==> src/rtl/chtu_pkg.sv <==
// Package for the coalesced hash table unit: sizes, transaction payload types,
// stored row layout and status codes. No dependencies.
package chtu_pkg;

  localparam int TABLE_DEPTH = 16;
  localparam int KEY_BITS    = 40;
  localparam int VALUE_BITS  = 32;
  localparam int IDX_BITS    = $clog2(TABLE_DEPTH);
  localparam int SIZE_BITS   = $clog2(TABLE_DEPTH + 1);
  localparam int STEP_BITS   = $clog2(TABLE_DEPTH + 1);
  localparam int DIGIT_BITS  = 4;
  localparam int MOD_STEPS   = (KEY_BITS + DIGIT_BITS - 1) / DIGIT_BITS;
  localparam int MOD_CNT_BITS = $clog2(MOD_STEPS + 1);
  localparam int MOD_WIDTH   = MOD_STEPS * DIGIT_BITS;
  localparam logic [SIZE_BITS-1:0] SIZE_RESET = SIZE_BITS'(TABLE_DEPTH);

  typedef enum logic [1:0] {
    ST_INSERTED = 2'd0,
    ST_FULL     = 2'd1,
    ST_FOUND    = 2'd2,
    ST_MISSING  = 2'd3
  } status_t;

  localparam logic OP_INSERT = 1'b0;
  localparam logic OP_SEARCH = 1'b1;

  typedef struct packed {
    logic                  op;
    logic [KEY_BITS-1:0]   key;
    logic [VALUE_BITS-1:0] value;
  } req_t;

  typedef struct packed {
    status_t               status;
    logic [VALUE_BITS-1:0] found_value;
    logic [IDX_BITS-1:0]   slot;
  } rsp_t;

  typedef struct packed {
    logic [KEY_BITS-1:0]   key;
    logic [VALUE_BITS-1:0] value;
    logic [IDX_BITS-1:0]   link;
  } row_t;

endpackage

==> src/rtl/chtu_ram.sv <==
// Generic single-write, single-read synchronous RAM with a registered read port.
// No dependencies.
module chtu_ram #(
  parameter int WIDTH = 8,
  parameter int DEPTH = 16
) (
  input  logic                     clk,
  input  logic                     we,
  input  logic [$clog2(DEPTH)-1:0] waddr,
  input  logic [WIDTH-1:0]         wdata,
  input  logic [$clog2(DEPTH)-1:0] raddr,
  output logic [WIDTH-1:0]         rdata
);

  logic [WIDTH-1:0] mem [DEPTH];

  always_ff @(posedge clk) begin
    if (we) begin
      mem[waddr] <= wdata;
    end
    rdata <= mem[raddr];
  end

endmodule

==> src/rtl/chtu_mod.sv <==
// Iterative remainder unit: dividend modulo a small divisor, one hex digit per cycle.
// Depends on chtu_pkg.
module chtu_mod (
  input  logic                               clk,
  input  logic                               rst,
  input  logic                               start,
  input  logic [chtu_pkg::KEY_BITS-1:0]      dividend,
  input  logic [chtu_pkg::SIZE_BITS-1:0]     divisor,
  output logic                               done,
  output logic [chtu_pkg::IDX_BITS-1:0]      rem
);

  logic [chtu_pkg::MOD_WIDTH-1:0]    shreg;
  logic [chtu_pkg::SIZE_BITS-1:0]    dsr;
  logic [chtu_pkg::SIZE_BITS-1:0]    part;
  logic [chtu_pkg::SIZE_BITS-1:0]    part_next;
  logic [chtu_pkg::MOD_CNT_BITS-1:0] count;
  logic                              busy;

  always_comb begin
    logic [chtu_pkg::SIZE_BITS-1:0] r;
    r = part;
    for (int i = 0; i < chtu_pkg::DIGIT_BITS; i++) begin
      r = {r[chtu_pkg::SIZE_BITS-2:0], shreg[chtu_pkg::MOD_WIDTH-1-i]};
      if (r >= dsr) begin
        r = r - dsr;
      end
    end
    part_next = r;
  end

  always_ff @(posedge clk) begin
    if (rst) begin
      busy  <= 1'b0;
      done  <= 1'b0;
      count <= '0;
    end else begin
      done <= 1'b0;
      if (start) begin
        busy  <= 1'b1;
        shreg <= chtu_pkg::MOD_WIDTH'(dividend);
        dsr   <= divisor;
        part  <= '0;
        count <= '0;
      end else if (busy) begin
        part  <= part_next;
        shreg <= shreg << chtu_pkg::DIGIT_BITS;
        count <= count + 1'b1;
        if (count == chtu_pkg::MOD_CNT_BITS'(chtu_pkg::MOD_STEPS - 1)) begin
          busy <= 1'b0;
          done <= 1'b1;
        end
      end
    end
  end

  assign rem = part[chtu_pkg::IDX_BITS-1:0];

  a_rem_below_divisor: assert property (@(posedge clk) disable iff (rst)
    done |-> (part < dsr)) else $error("remainder not below divisor");

  a_no_restart_busy: assert property (@(posedge clk) disable iff (rst)
    busy |-> !start) else $error("remainder unit restarted while busy");

  a_done_once: assert property (@(posedge clk) disable iff (rst)
    done |=> !done) else $error("remainder done held for two cycles");

endmodule

==> src/rtl/coalesced_hash_table_unit.sv <==
// Top level of the coalesced hash table unit: sequencer, slot RAM and valid bits.
// Depends on chtu_pkg, chtu_ram and chtu_mod.
//
// Requests arrive on req (op, key, value) under req_valid/req_ready; each produces
// exactly one response on rsp (status, found_value, slot) under rsp_valid/rsp_ready.
// One transaction is worked on at a time. The home slot comes from the remainder
// unit (four key bits a cycle), then each chain entry takes one RAM read. A search
// follows the links from the home slot; an insert into an empty home slot writes
// its row there. An insert that collides walks the chain, runs the remainder unit a
// second time for the probe start, probes one slot a cycle and writes two rows, or
// none when the table is full. A key of zero skips the remainder unit and goes
// straight to the response. The next request is accepted in the cycle after the
// response is registered.
// The response sits in an output register: the next request is accepted while a
// response still waits, and the unit stalls only when a second one is ready.
// Reset empties the table at once through per-slot valid bits (no clearing pass)
// and sets the table size to 16. The user writes the table size through
// cfg_wr_en/cfg_wr_data only while no transaction is in flight; the block does not enforce this.
module coalesced_hash_table_unit (
  input  logic                               clk,
  input  logic                               rst,
  input  logic                               req_valid,
  output logic                               req_ready,
  input  chtu_pkg::req_t                     req,
  output logic                               rsp_valid,
  input  logic                               rsp_ready,
  output chtu_pkg::rsp_t                     rsp,
  input  logic                               cfg_wr_en,
  input  logic [chtu_pkg::SIZE_BITS-1:0]     cfg_wr_data
);

  typedef enum logic [2:0] {
    S_IDLE, S_MOD, S_CHECK, S_PROBE_MOD, S_PROBE, S_WR_LINK, S_DONE
  } state_t;

  state_t                            state;
  logic [chtu_pkg::SIZE_BITS-1:0]    table_size;
  logic [chtu_pkg::SIZE_BITS-1:0]    size;
  logic [chtu_pkg::SIZE_BITS-1:0]    size_next;
  logic                              op;
  logic [chtu_pkg::KEY_BITS-1:0]     key;
  logic [chtu_pkg::VALUE_BITS-1:0]   value;
  logic [chtu_pkg::IDX_BITS-1:0]     cur;
  logic [chtu_pkg::IDX_BITS-1:0]     cur_next;
  logic [chtu_pkg::IDX_BITS-1:0]     cand;
  logic [chtu_pkg::IDX_BITS-1:0]     end_idx;
  chtu_pkg::row_t                    end_row;
  logic [chtu_pkg::STEP_BITS-1:0]    steps;
  logic [chtu_pkg::SIZE_BITS-1:0]    probes;
  logic [chtu_pkg::TABLE_DEPTH-1:0]  key_valid;
  logic [chtu_pkg::TABLE_DEPTH-1:0]  link_valid;
  chtu_pkg::rsp_t                    result;

  chtu_pkg::row_t                    rd_row;
  chtu_pkg::row_t                    wr_row;
  logic                              wr_en;
  logic [chtu_pkg::IDX_BITS-1:0]     wr_addr;
  logic                              occupied;
  logic                              linked;
  logic                              follow;
  logic [chtu_pkg::SIZE_BITS-1:0]    cand_inc;

  logic                              mod_start;
  logic [chtu_pkg::KEY_BITS-1:0]     mod_dividend;
  logic                              mod_done;
  logic [chtu_pkg::IDX_BITS-1:0]     mod_rem;

  always_comb begin
    if (cfg_wr_data == '0) begin
      size_next = chtu_pkg::SIZE_BITS'(1);
    end else if (cfg_wr_data > chtu_pkg::SIZE_RESET) begin
      size_next = chtu_pkg::SIZE_RESET;
    end else begin
      size_next = cfg_wr_data;
    end
  end

  assign req_ready = (state == S_IDLE);
  assign occupied  = key_valid[cur];
  assign linked    = link_valid[cur];
  assign follow    = linked && (steps < chtu_pkg::STEP_BITS'(chtu_pkg::TABLE_DEPTH));
  assign cand_inc  = chtu_pkg::SIZE_BITS'(cand) + 1'b1;

  always_comb begin
    case (state)
      S_MOD:   cur_next = mod_rem;
      S_CHECK: cur_next = rd_row.link;
      default: cur_next = cur;
    endcase
  end

  always_comb begin
    wr_en   = 1'b0;
    wr_addr = cand;
    wr_row  = '{key: key, value: value, link: '0};
    case (state)
      S_CHECK: begin
        if (op == chtu_pkg::OP_INSERT && steps == '0 && !occupied) begin
          wr_en   = 1'b1;
          wr_addr = cur;
        end
      end
      S_PROBE: begin
        wr_en = !key_valid[cand];
      end
      S_WR_LINK: begin
        wr_en   = 1'b1;
        wr_addr = end_idx;
        wr_row  = '{key: end_row.key, value: end_row.value, link: cand};
      end
      default: wr_en = 1'b0;
    endcase
  end

  always_comb begin
    mod_start    = 1'b0;
    mod_dividend = req.key;
    case (state)
      S_IDLE: mod_start = req_valid && (req.key != '0);
      S_CHECK: begin
        mod_dividend = chtu_pkg::KEY_BITS'(cur) + 1'b1;
        mod_start    = (op == chtu_pkg::OP_INSERT) && !(steps == '0 && !occupied)
                       && !follow;
      end
      default: mod_start = 1'b0;
    endcase
  end

  chtu_mod u_mod (
    .clk      (clk),
    .rst      (rst),
    .start    (mod_start),
    .dividend (mod_dividend),
    .divisor  ((state == S_IDLE) ? table_size : size),
    .done     (mod_done),
    .rem      (mod_rem)
  );

  chtu_ram #(
    .WIDTH ($bits(chtu_pkg::row_t)),
    .DEPTH (chtu_pkg::TABLE_DEPTH)
  ) u_ram (
    .clk   (clk),
    .we    (wr_en),
    .waddr (wr_addr),
    .wdata (wr_row),
    .raddr (cur_next),
    .rdata (rd_row)
  );

  always_ff @(posedge clk) begin
    if (rst) begin
      state      <= S_IDLE;
      table_size <= chtu_pkg::SIZE_RESET;
      key_valid  <= '0;
      link_valid <= '0;
      rsp_valid  <= 1'b0;
    end else begin
      if (cfg_wr_en) begin
        table_size <= size_next;
      end
      if (rsp_valid && rsp_ready && state != S_DONE) begin
        rsp_valid <= 1'b0;
      end
      cur <= cur_next;
      case (state)
        S_IDLE: begin
          if (req_valid) begin
            op    <= req.op;
            key   <= req.key;
            value <= req.value;
            size  <= table_size;
            steps <= '0;
            if (req.key == '0) begin
              result <= '{status: (req.op == chtu_pkg::OP_SEARCH) ? chtu_pkg::ST_MISSING
                                                                : chtu_pkg::ST_FULL,
                          found_value: '0, slot: '0};
              state  <= S_DONE;
            end else begin
              state <= S_MOD;
            end
          end
        end
        S_MOD: begin
          if (mod_done) begin
            state <= S_CHECK;
          end
        end
        S_CHECK: begin
          if (op == chtu_pkg::OP_SEARCH) begin
            if (occupied && rd_row.key == key) begin
              result <= '{status: chtu_pkg::ST_FOUND, found_value: rd_row.value, slot: cur};
              state  <= S_DONE;
            end else if (follow) begin
              steps <= steps + 1'b1;
            end else begin
              result <= '{status: chtu_pkg::ST_MISSING, found_value: '0, slot: '0};
              state  <= S_DONE;
            end
          end else if (steps == '0 && !occupied) begin
            key_valid[cur] <= 1'b1;
            result <= '{status: chtu_pkg::ST_INSERTED, found_value: '0, slot: cur};
            state  <= S_DONE;
          end else if (follow) begin
            steps <= steps + 1'b1;
          end else begin
            end_idx <= cur;
            end_row <= rd_row;
            state   <= S_PROBE_MOD;
          end
        end
        S_PROBE_MOD: begin
          if (mod_done) begin
            cand   <= mod_rem;
            probes <= '0;
            state  <= S_PROBE;
          end
        end
        S_PROBE: begin
          if (!key_valid[cand]) begin
            key_valid[cand] <= 1'b1;
            state <= S_WR_LINK;
          end else if (probes == size - 1'b1) begin
            result <= '{status: chtu_pkg::ST_FULL, found_value: '0, slot: '0};
            state  <= S_DONE;
          end else begin
            probes <= probes + 1'b1;
            cand   <= (cand_inc == size) ? '0 : cand_inc[chtu_pkg::IDX_BITS-1:0];
          end
        end
        S_WR_LINK: begin
          link_valid[end_idx] <= 1'b1;
          result <= '{status: chtu_pkg::ST_INSERTED, found_value: '0, slot: cand};
          state  <= S_DONE;
        end
        S_DONE: begin
          if (!rsp_valid || rsp_ready) begin
            rsp       <= result;
            rsp_valid <= 1'b1;
            state     <= S_IDLE;
          end
        end
        default: state <= S_IDLE;
      endcase
    end
  end

  a_link_from_occupied: assert property (@(posedge clk) disable iff (rst)
    (state == S_WR_LINK) |-> (key_valid[end_idx] && key_valid[cand] && end_idx != cand))
    else $error("chain link written from an empty slot or to itself");

  a_probe_in_range: assert property (@(posedge clk) disable iff (rst)
    (state == S_PROBE) |-> (chtu_pkg::SIZE_BITS'(cand) < size))
    else $error("probe slot outside the table size");

  a_write_empty_slot: assert property (@(posedge clk) disable iff (rst)
    (wr_en && state != S_WR_LINK) |-> !key_valid[wr_addr])
    else $error("new key written over an occupied slot");

endmodule
==> config.mk <==
export PLATFORM = sky130hd
export DESIGN_NAME = coalesced_hash_table_unit
export DESIGN_NICKNAME = d
export VERILOG_FILES = /design/src/rtl/chtu_pkg.sv /design/src/rtl/chtu_ram.sv /design/src/rtl/chtu_mod.sv /design/src/rtl/coalesced_hash_table_unit.sv
export SDC_FILE = /design/constraint.sdc
export NUM_CORES = 2
export LEC_CHECK = 0
export ABC_AREA = 1
export BUFFER_PORTS_ARGS = -buffer_cell sky130_fd_sc_hd__buf_2
export CAP_MARGIN = 40
export CELL_PAD_IN_SITES_DETAIL_PLACEMENT = 0
export CELL_PAD_IN_SITES_GLOBAL_PLACEMENT = 1
export CORE_AREA = 2 2 388 390
export CTS_CLUSTER_DIAMETER = 40
export DETAILED_ROUTE_END_ITERATION = 10
export DIE_AREA = 0 0 390 392
export PLACE_DENSITY = 0.7
export SLEW_MARGIN = 15
export SYNTH_ARGS = -nofsm -noshare
export SYNTH_HDL_FRONTEND = slang
export SYNTH_SLANG_ARGS = --single-unit
==> constraint.sdc <==
create_clock -name clk -period 13.75 [get_ports clk]
set_clock_uncertainty 0.1 [all_clocks]
set_input_delay 2.75 -clock clk [delete_from_list [all_inputs] [get_ports clk]]
set_output_delay 2.75 -clock clk [all_outputs]
set_load 0.01 [all_outputs]
# [Yosys cells after proc, flatten, opt, wreduce, memory -nomap -nowiden]
# Memory sizes are Yosys's and may differ from the RTL's. A register that Yosys moved wholly into a read port is not among the register bits.
# Index checks and enable logic that the tools add are counted.
# Widths: inputs -> output; s select.
[word_totals] ff_bits=344 ramBits=1216 elab_cells=209 mem_count=1
[classes] n_addsub=10 magnitude_cmp=12 n_eq_ne=28 mux=81 bitwise=8 n_reduce_logical=41
[memory_table] name="u_ram.mem" depth=16 word_bits=76 read_ports=1 rd_ports_with_merged_regs=1 write_ports=1 line="chtu_ram.sv:15" rtl="logic [WIDTH-1:0] mem [DEPTH];"
[op_table] op="$mux 38" n=8
[op_table] op="$pmux 38 s4" n=1
[op_table] op="$mux 40" n=3
[op_table] op="$mux 76" n=1
[op_table] op="$mux 5" n=11
[op_table] op="$mux 16" n=3
[op_table] op="$or 16x16->16" n=3
[op_table] op="$eq 40x40->1" n=1
[op_table] op="$logic_not 40->1" n=1
[op_table] op="$mux 4" n=10
[op_table] op="$reduce_bool 40->1" n=1
[op_table] op="$mux 3" n=12
[op_table] op="$pmux 16 s2" n=1
[op_table] op="$pmux 4 s2" n=3
[op_table] op="$pmux 3 s7" n=1
[op_table] op="$ge 5x5->1" n=4
[op_table] op="$pmux 5 s2" n=2
[op_table] op="$mux 1" n=16
[op_table] op="$ne 2x2->1 const B" n=8
[op_table] op="$sub 4x4->4" n=4
[op_table] op="$lt 4x5->1 const B" n=3
[op_table] op="$ne 3x3->1 const B" n=5
[op_table] op="$reduce_and 5->1" n=3
[op_table] op="$logic_and 1x1->1" n=13
[op_table] op="other kinds (33)" n=62

# [Logic depth before layout (Yosys ltp)]
[depth] word_depth=10 ltp_mapped=38 mapped_depth_nobuf=38

# [Cells and area by module]
# From an unflattened synthesis, not the netlist that was laid out.
[unflattened] cells_unflattened=6737 hier_area_um2=69790.7
[modules_own_cells] mod="chtu_ram" instances=1 cells_per_inst=4995 area_each_um2=53405.0
[modules_own_cells] mod="coalesced_hash_table_unit" instances=1 cells_per_inst=1386 area_each_um2=13202.7
[modules_own_cells] mod="chtu_mod" instances=1 cells_per_inst=356 area_each_um2=3183.1

# [Worst setup path before layout]
# No wires, ideal clock.
[synth_path] kind="input -> register" startpoint="input rst" endpoint="register key[0] in the netlist's numbering, enable pin" setup_time_ns=0.706 t_arrival_ns=10.364 setup_slack_ns=2.579 cell_stages=2 cell_sequence="clkbuf_1 > nor4_1"
[synth_between] elab_chain_len=2
[synth_lines] element="from (decl)" line="coalesced_hash_table_unit.sv:21" rtl="input logic rst,"
[synth_lines] element="$not 1->1 (no line)"
[synth_lines] element="$reduce_and 3->1 (no line)"
[synth_lines] element="to (signal assigned)" line="coalesced_hash_table_unit.sv:170" rtl="key <= req.key;"
[synth_lines] element="to (decl)" line="coalesced_hash_table_unit.sv:41" rtl="logic [chtu_pkg::KEY_BITS-1:0] key;"
# No other way between the ends.
# A chain may end at the register's enable or synchronous reset.

# [Final worst setup path]
[layout_path] startpoint="register u_mod.dsr[1] in the netlist's numbering" endpoint="register u_mod.part[3] in the netlist's numbering (data pin)"
[layout_between] elab_chain_len=9 elab_cells_between_ends=13
[layout_lines] element="from (decl)" line="chtu_mod.sv:14" rtl="logic [chtu_pkg::SIZE_BITS-1:0] dsr;"
[layout_lines] element="from (signal assigned)" line="chtu_mod.sv:42" rtl="dsr <= divisor;"
[layout_lines] element="$sub 4x4->4 or $ge 5x5->1 (tied branches)" line="chtu_mod.sv:26, chtu_mod.sv:25"
[layout_lines] element="$mux 4" line="chtu_mod.sv:25" rtl="if (r >= dsr) begin"
[layout_lines] element="$sub 4x4->4 or $ge 5x5->1 (tied branches)" line="chtu_mod.sv:26, chtu_mod.sv:25"
[layout_lines] element="$mux 4" line="chtu_mod.sv:25"
[layout_lines] element="$ge 5x5->1 or $sub 4x4->4 (tied branches)" line="chtu_mod.sv:25, chtu_mod.sv:26"
[layout_lines] element="$mux 4" line="chtu_mod.sv:25"
[layout_lines] element="$sub 4x4->4 or $ge 5x5->1 (tied branches)" line="chtu_mod.sv:26, chtu_mod.sv:25"
[layout_lines] element="$mux 4 (*)" line="chtu_mod.sv:25"
[layout_lines] element="$mux 4 (*)" line="chtu_mod.sv:45" rtl="end else if (busy) begin"
[layout_lines] element="to (signal assigned)" line="chtu_mod.sv:46" rtl="part <= part_next;"
[layout_lines] element="to (decl)" line="chtu_mod.sv:15" rtl="logic [chtu_pkg::SIZE_BITS-1:0] part;"
# Mark *: on every way between the ends. The rest lies on a longest branch, timed or not. The select of a mux whose other input is x is not followed.

==> results.cfg <==
[drt]
first_pass_iters = 6
wl_per_cell_um = 21.5
post-route-drc-count = 0
postRouteAntennaNets = 0
viasPerCell = 5.29
routed_wl_um = 170000
drtIter0Drc = 3752
vias = 41900

[yosys]
synth_top_family_by_area = simple AND/OR/NAND/NOR gates
synth-compound-area-share_pct = 9.74
async_flop_share_pct = 0
dominantRegCellSynth = edfxtp_1
synth-xor-area-share_pct = 0.394
synth-adder-area-share_pct = 0.759
syn_nets = 5712
synth.avg_cell_area_um2 = 11.9
syn-cell-area_mm2 = 0.0666
ys_ff_latch = 1636
yosysSeqAreaShare_pct = 71.9
postSynthCellCount = 5591
synth_edf_count = 1513
synth-simple-area-share_pct = 10.2
ys_warn_count = 0
yosys.cell_types.count = 46
synthMuxAreaShare_pct = 0

[sta]
fmax_mhz = 157
finalSetupViolations = 0
rsz0062_at_grt = no
slew_viol_final = 0
worst_slew_pin_slew_ps = 1160
finalCritPeriodShare_pct = 46.2
setup-tns-final_ps = 0
hold_viol = 0
min_period_ps = 6350
max-slew-margin-rel_pct = 22.5

[final_layout]
area_delta_synth_final_pct = 17.4
final_cell_mix = edfxtp_1, nand2_1, inv_1
final_area_mm2 = 0.0782
mostFrequentLayoutCell = edfxtp_1
nNetsFinal = 5890
drive_gt1_share_pct = 11.5

[worst_setup_path]
slowest_delay_ps = 430
crit_type = reg2reg
end_kind = flop
crit_slowest_cell = a21oi_1
arrival_ps = 6850
required_ps = 14250
worstPathMaxFanout = 8
cp-start-kind = flop
critPathMostFrequentCell = nand2_1

[floorplan]
die_area_mm2 = 0.153
initial_utilization_pct = 44.7
core_area_mm2 = 0.149
die_x_um = 390
fp-row-count = 142
die_h_um = 392
pin_count = 123

[clock_network]
cts_setup_buffers = 0
cts_buffer_depth = 3
cts_resized = 0
path_clk_slew_ps = 50
tritoncts = built
clkSinkCount = 1636
clk_latency_ps = 840
cts_buffers = 222
cts-hold-fix-buffers = 0
clockRootBuffer = clkbuf_16
ctsHtreeMaxLevel = 4

[global_route]
grt_max_degree = 283
grt.busiest_layer = met2
use_met3_pct = 3.48
grt_overflow = 0
grtUsageMet1_pct = 30.6
grt_pass1_wl_um = 253000
grtUsageTotal_pct = 22.1
grt_pass1_vias = 39900
antenna_found_initial = 4
use_met2_pct = 35.9

[power_and_ir_drop]
pwr-share-seq_pct = 33.3
power_frac_comb_pct = 35.5
clockPowerShare_pct = 31.2
power.share.switching_pct = 37.4
p_sw_w = 0.00722
internal_power_w = 0.0121
power_density_mw_per_mm2 = 247
p_leak_nw = 29.6
peakVddDrop_mv = 0.325

[status]
outcome = completed

[job]
maxCapViolations = 0

[placed_design]
placed_area_mm2 = 0.0701
dpl.hpwl_um = 93200
place_congestion = 0.852
io_buffers = 122

[hold_path]
hold_class = reg2reg
metal layers:
layer / up-vias / wire (um) / part of all wire, %
met5: - / 12 / 0.0071
met1: 20500 / 75200 / 44
met4: 2 / 4100 / 2.4
met2: 1235 / 80700 / 48
li1: 20000 / - / -
met3: 253 / 9810 / 5.8
synthesized netlist by cell type, types with 2 or more instances:
| cell | instances | area (um^2) |
|---|---|---|
| a21o_1 | 2 | 15.0 |
| a21oi_1 | 368 | 1840 |
| a21oi_4 | 2 | 32.5 |
| buf_1 | 17 | 63.8 |
| buf_2 | 185 | 926 |
| buf_4 | 8 | 60.1 |
| buf_6 | 5 | 56.3 |
| clkbuf_1 | 88 | 330 |
| clkinv_1 | 2 | 7.51 |
| dfxtp_1 | 123 | 2460 |
| edfxtp_1 | 1513 | 45400 |
| fa_1 | 4 | 80.1 |
| ha_1 | 34 | 425 |
| inv_1 | 844 | 3170 |
| inv_2 | 5 | 18.8 |
| nand2_1 | 906 | 3400 |
| nand2_2 | 3 | 18.8 |
| nand3_1 | 513 | 2570 |
| nand4_1 | 20 | 125 |
| nor2_1 | 146 | 548 |
| nor3_1 | 10 | 50.1 |
| nor3_2 | 2 | 20.0 |
| nor4_1 | 2 | 12.5 |
| o211ai_1 | 311 | 2330 |
| o21ai_0 | 396 | 1980 |
| o21ai_1 | 12 | 60.1 |
| o22ai_1 | 11 | 68.8 |
| o32ai_1 | 8 | 70.1 |
| or2_2 | 6 | 37.5 |
| xnor2_1 | 22 | 193 |
| xor2_1 | 8 | 70.1 |
kinds of logic after synthesis:
kind of cell,Yosys count
flip-flops,1636
AND/OR/NAND/NOR,1614
buffers and inverters,1154
AO/OA/AOI/OAI,1119
adder cells (fa/ha/maj),38
XOR/XNOR,30
sequential cells by signal (all words and copies together), names as in the netlist, 3 cells and up:
signal,count
result,38
u_mod.shreg,40
key_valid,16
u_ram.mem,1216
u_ram.rdata,76
value,32
u_mod.dsr,5
probes,5
link_valid,16
steps,5
u_mod.part,4
table_size,5
u_mod.count,4
cand,4
state,3
end_idx,4
size,5
rsp,38
end_row,72
key,40
cur,4
power groups by stage:
stage	clock (W)	sequential (W)	combinational, W
final	0.00603	0.00644	0.00685
after global routing	0.00634	0.00648	0.00768
after CTS	0.00613	0.00644	0.00686
after detailed placement	0	0.00654	0.00684
after global placement	0	0.00653	0.00649
after floorplan	0	0.00648	0.00487
worst paths after layout:
check	slack, ps	endpoint	from	depth (start not counted)
hold / removal	310	rsp[18]$_DFFE_PP_	result[18]$_DFFE_PP_	0
setup reg to reg	7400	u_mod.part[3]$_SDFFCE_PP0P_	u_mod.dsr[1]$_DFFE_PP_	36
hold reg to reg	310	rsp[18]$_DFFE_PP_	result[18]$_DFFE_PP_	0
setup / recovery	7400	u_mod.part[3]$_SDFFCE_PP0P_	u_mod.dsr[1]$_DFFE_PP_	36
cell type report:
class / count / area (um^2)
diodes: 1 / 2.50
clock buffers: 266 / 5860
clock inverters: 160 / 2160
fillers: 12700 / 70700
inverters: 851 / 3200
multi-input cells: 2801 / 14300
flip-flops and latches: 1636 / 47900
well taps: 1944 / 2430
repair buffers: 257 / 2350
metrics by stage:
| step | power, W | worst slack (ps) | hold slack [ps] | cells | util (%) |
|---|---|---|---|---|---|
| floorplan | 0.0114 | 2580 | 300 | 5591 | - |
| CTS | 0.0194 | 7480 | 314 | 7912 | 52.5 |
| global route | 0.0205 | 6790 | 324 | 7916 | 52.5 |
| finish | 0.0193 | 7400 | 313 | 7916 | 52.5 |
| global placement | 0.0130 | 7440 | 302 | 7448 | 46.4 |
| detailed placement | 0.0134 | 7510 | 305 | 7486 | 47.1 |
worst max-delay path, delay by kind of cell, from the launching register on:
family,cells,cell delay (ps)
adders and majority gates,4,1300
and+or+nand+nor,17,1390
AOI/OAI and AO/OA,9,2110
buffers and inverters,6,760
DFF,1,410
Power figures use the tool's default switching activity.
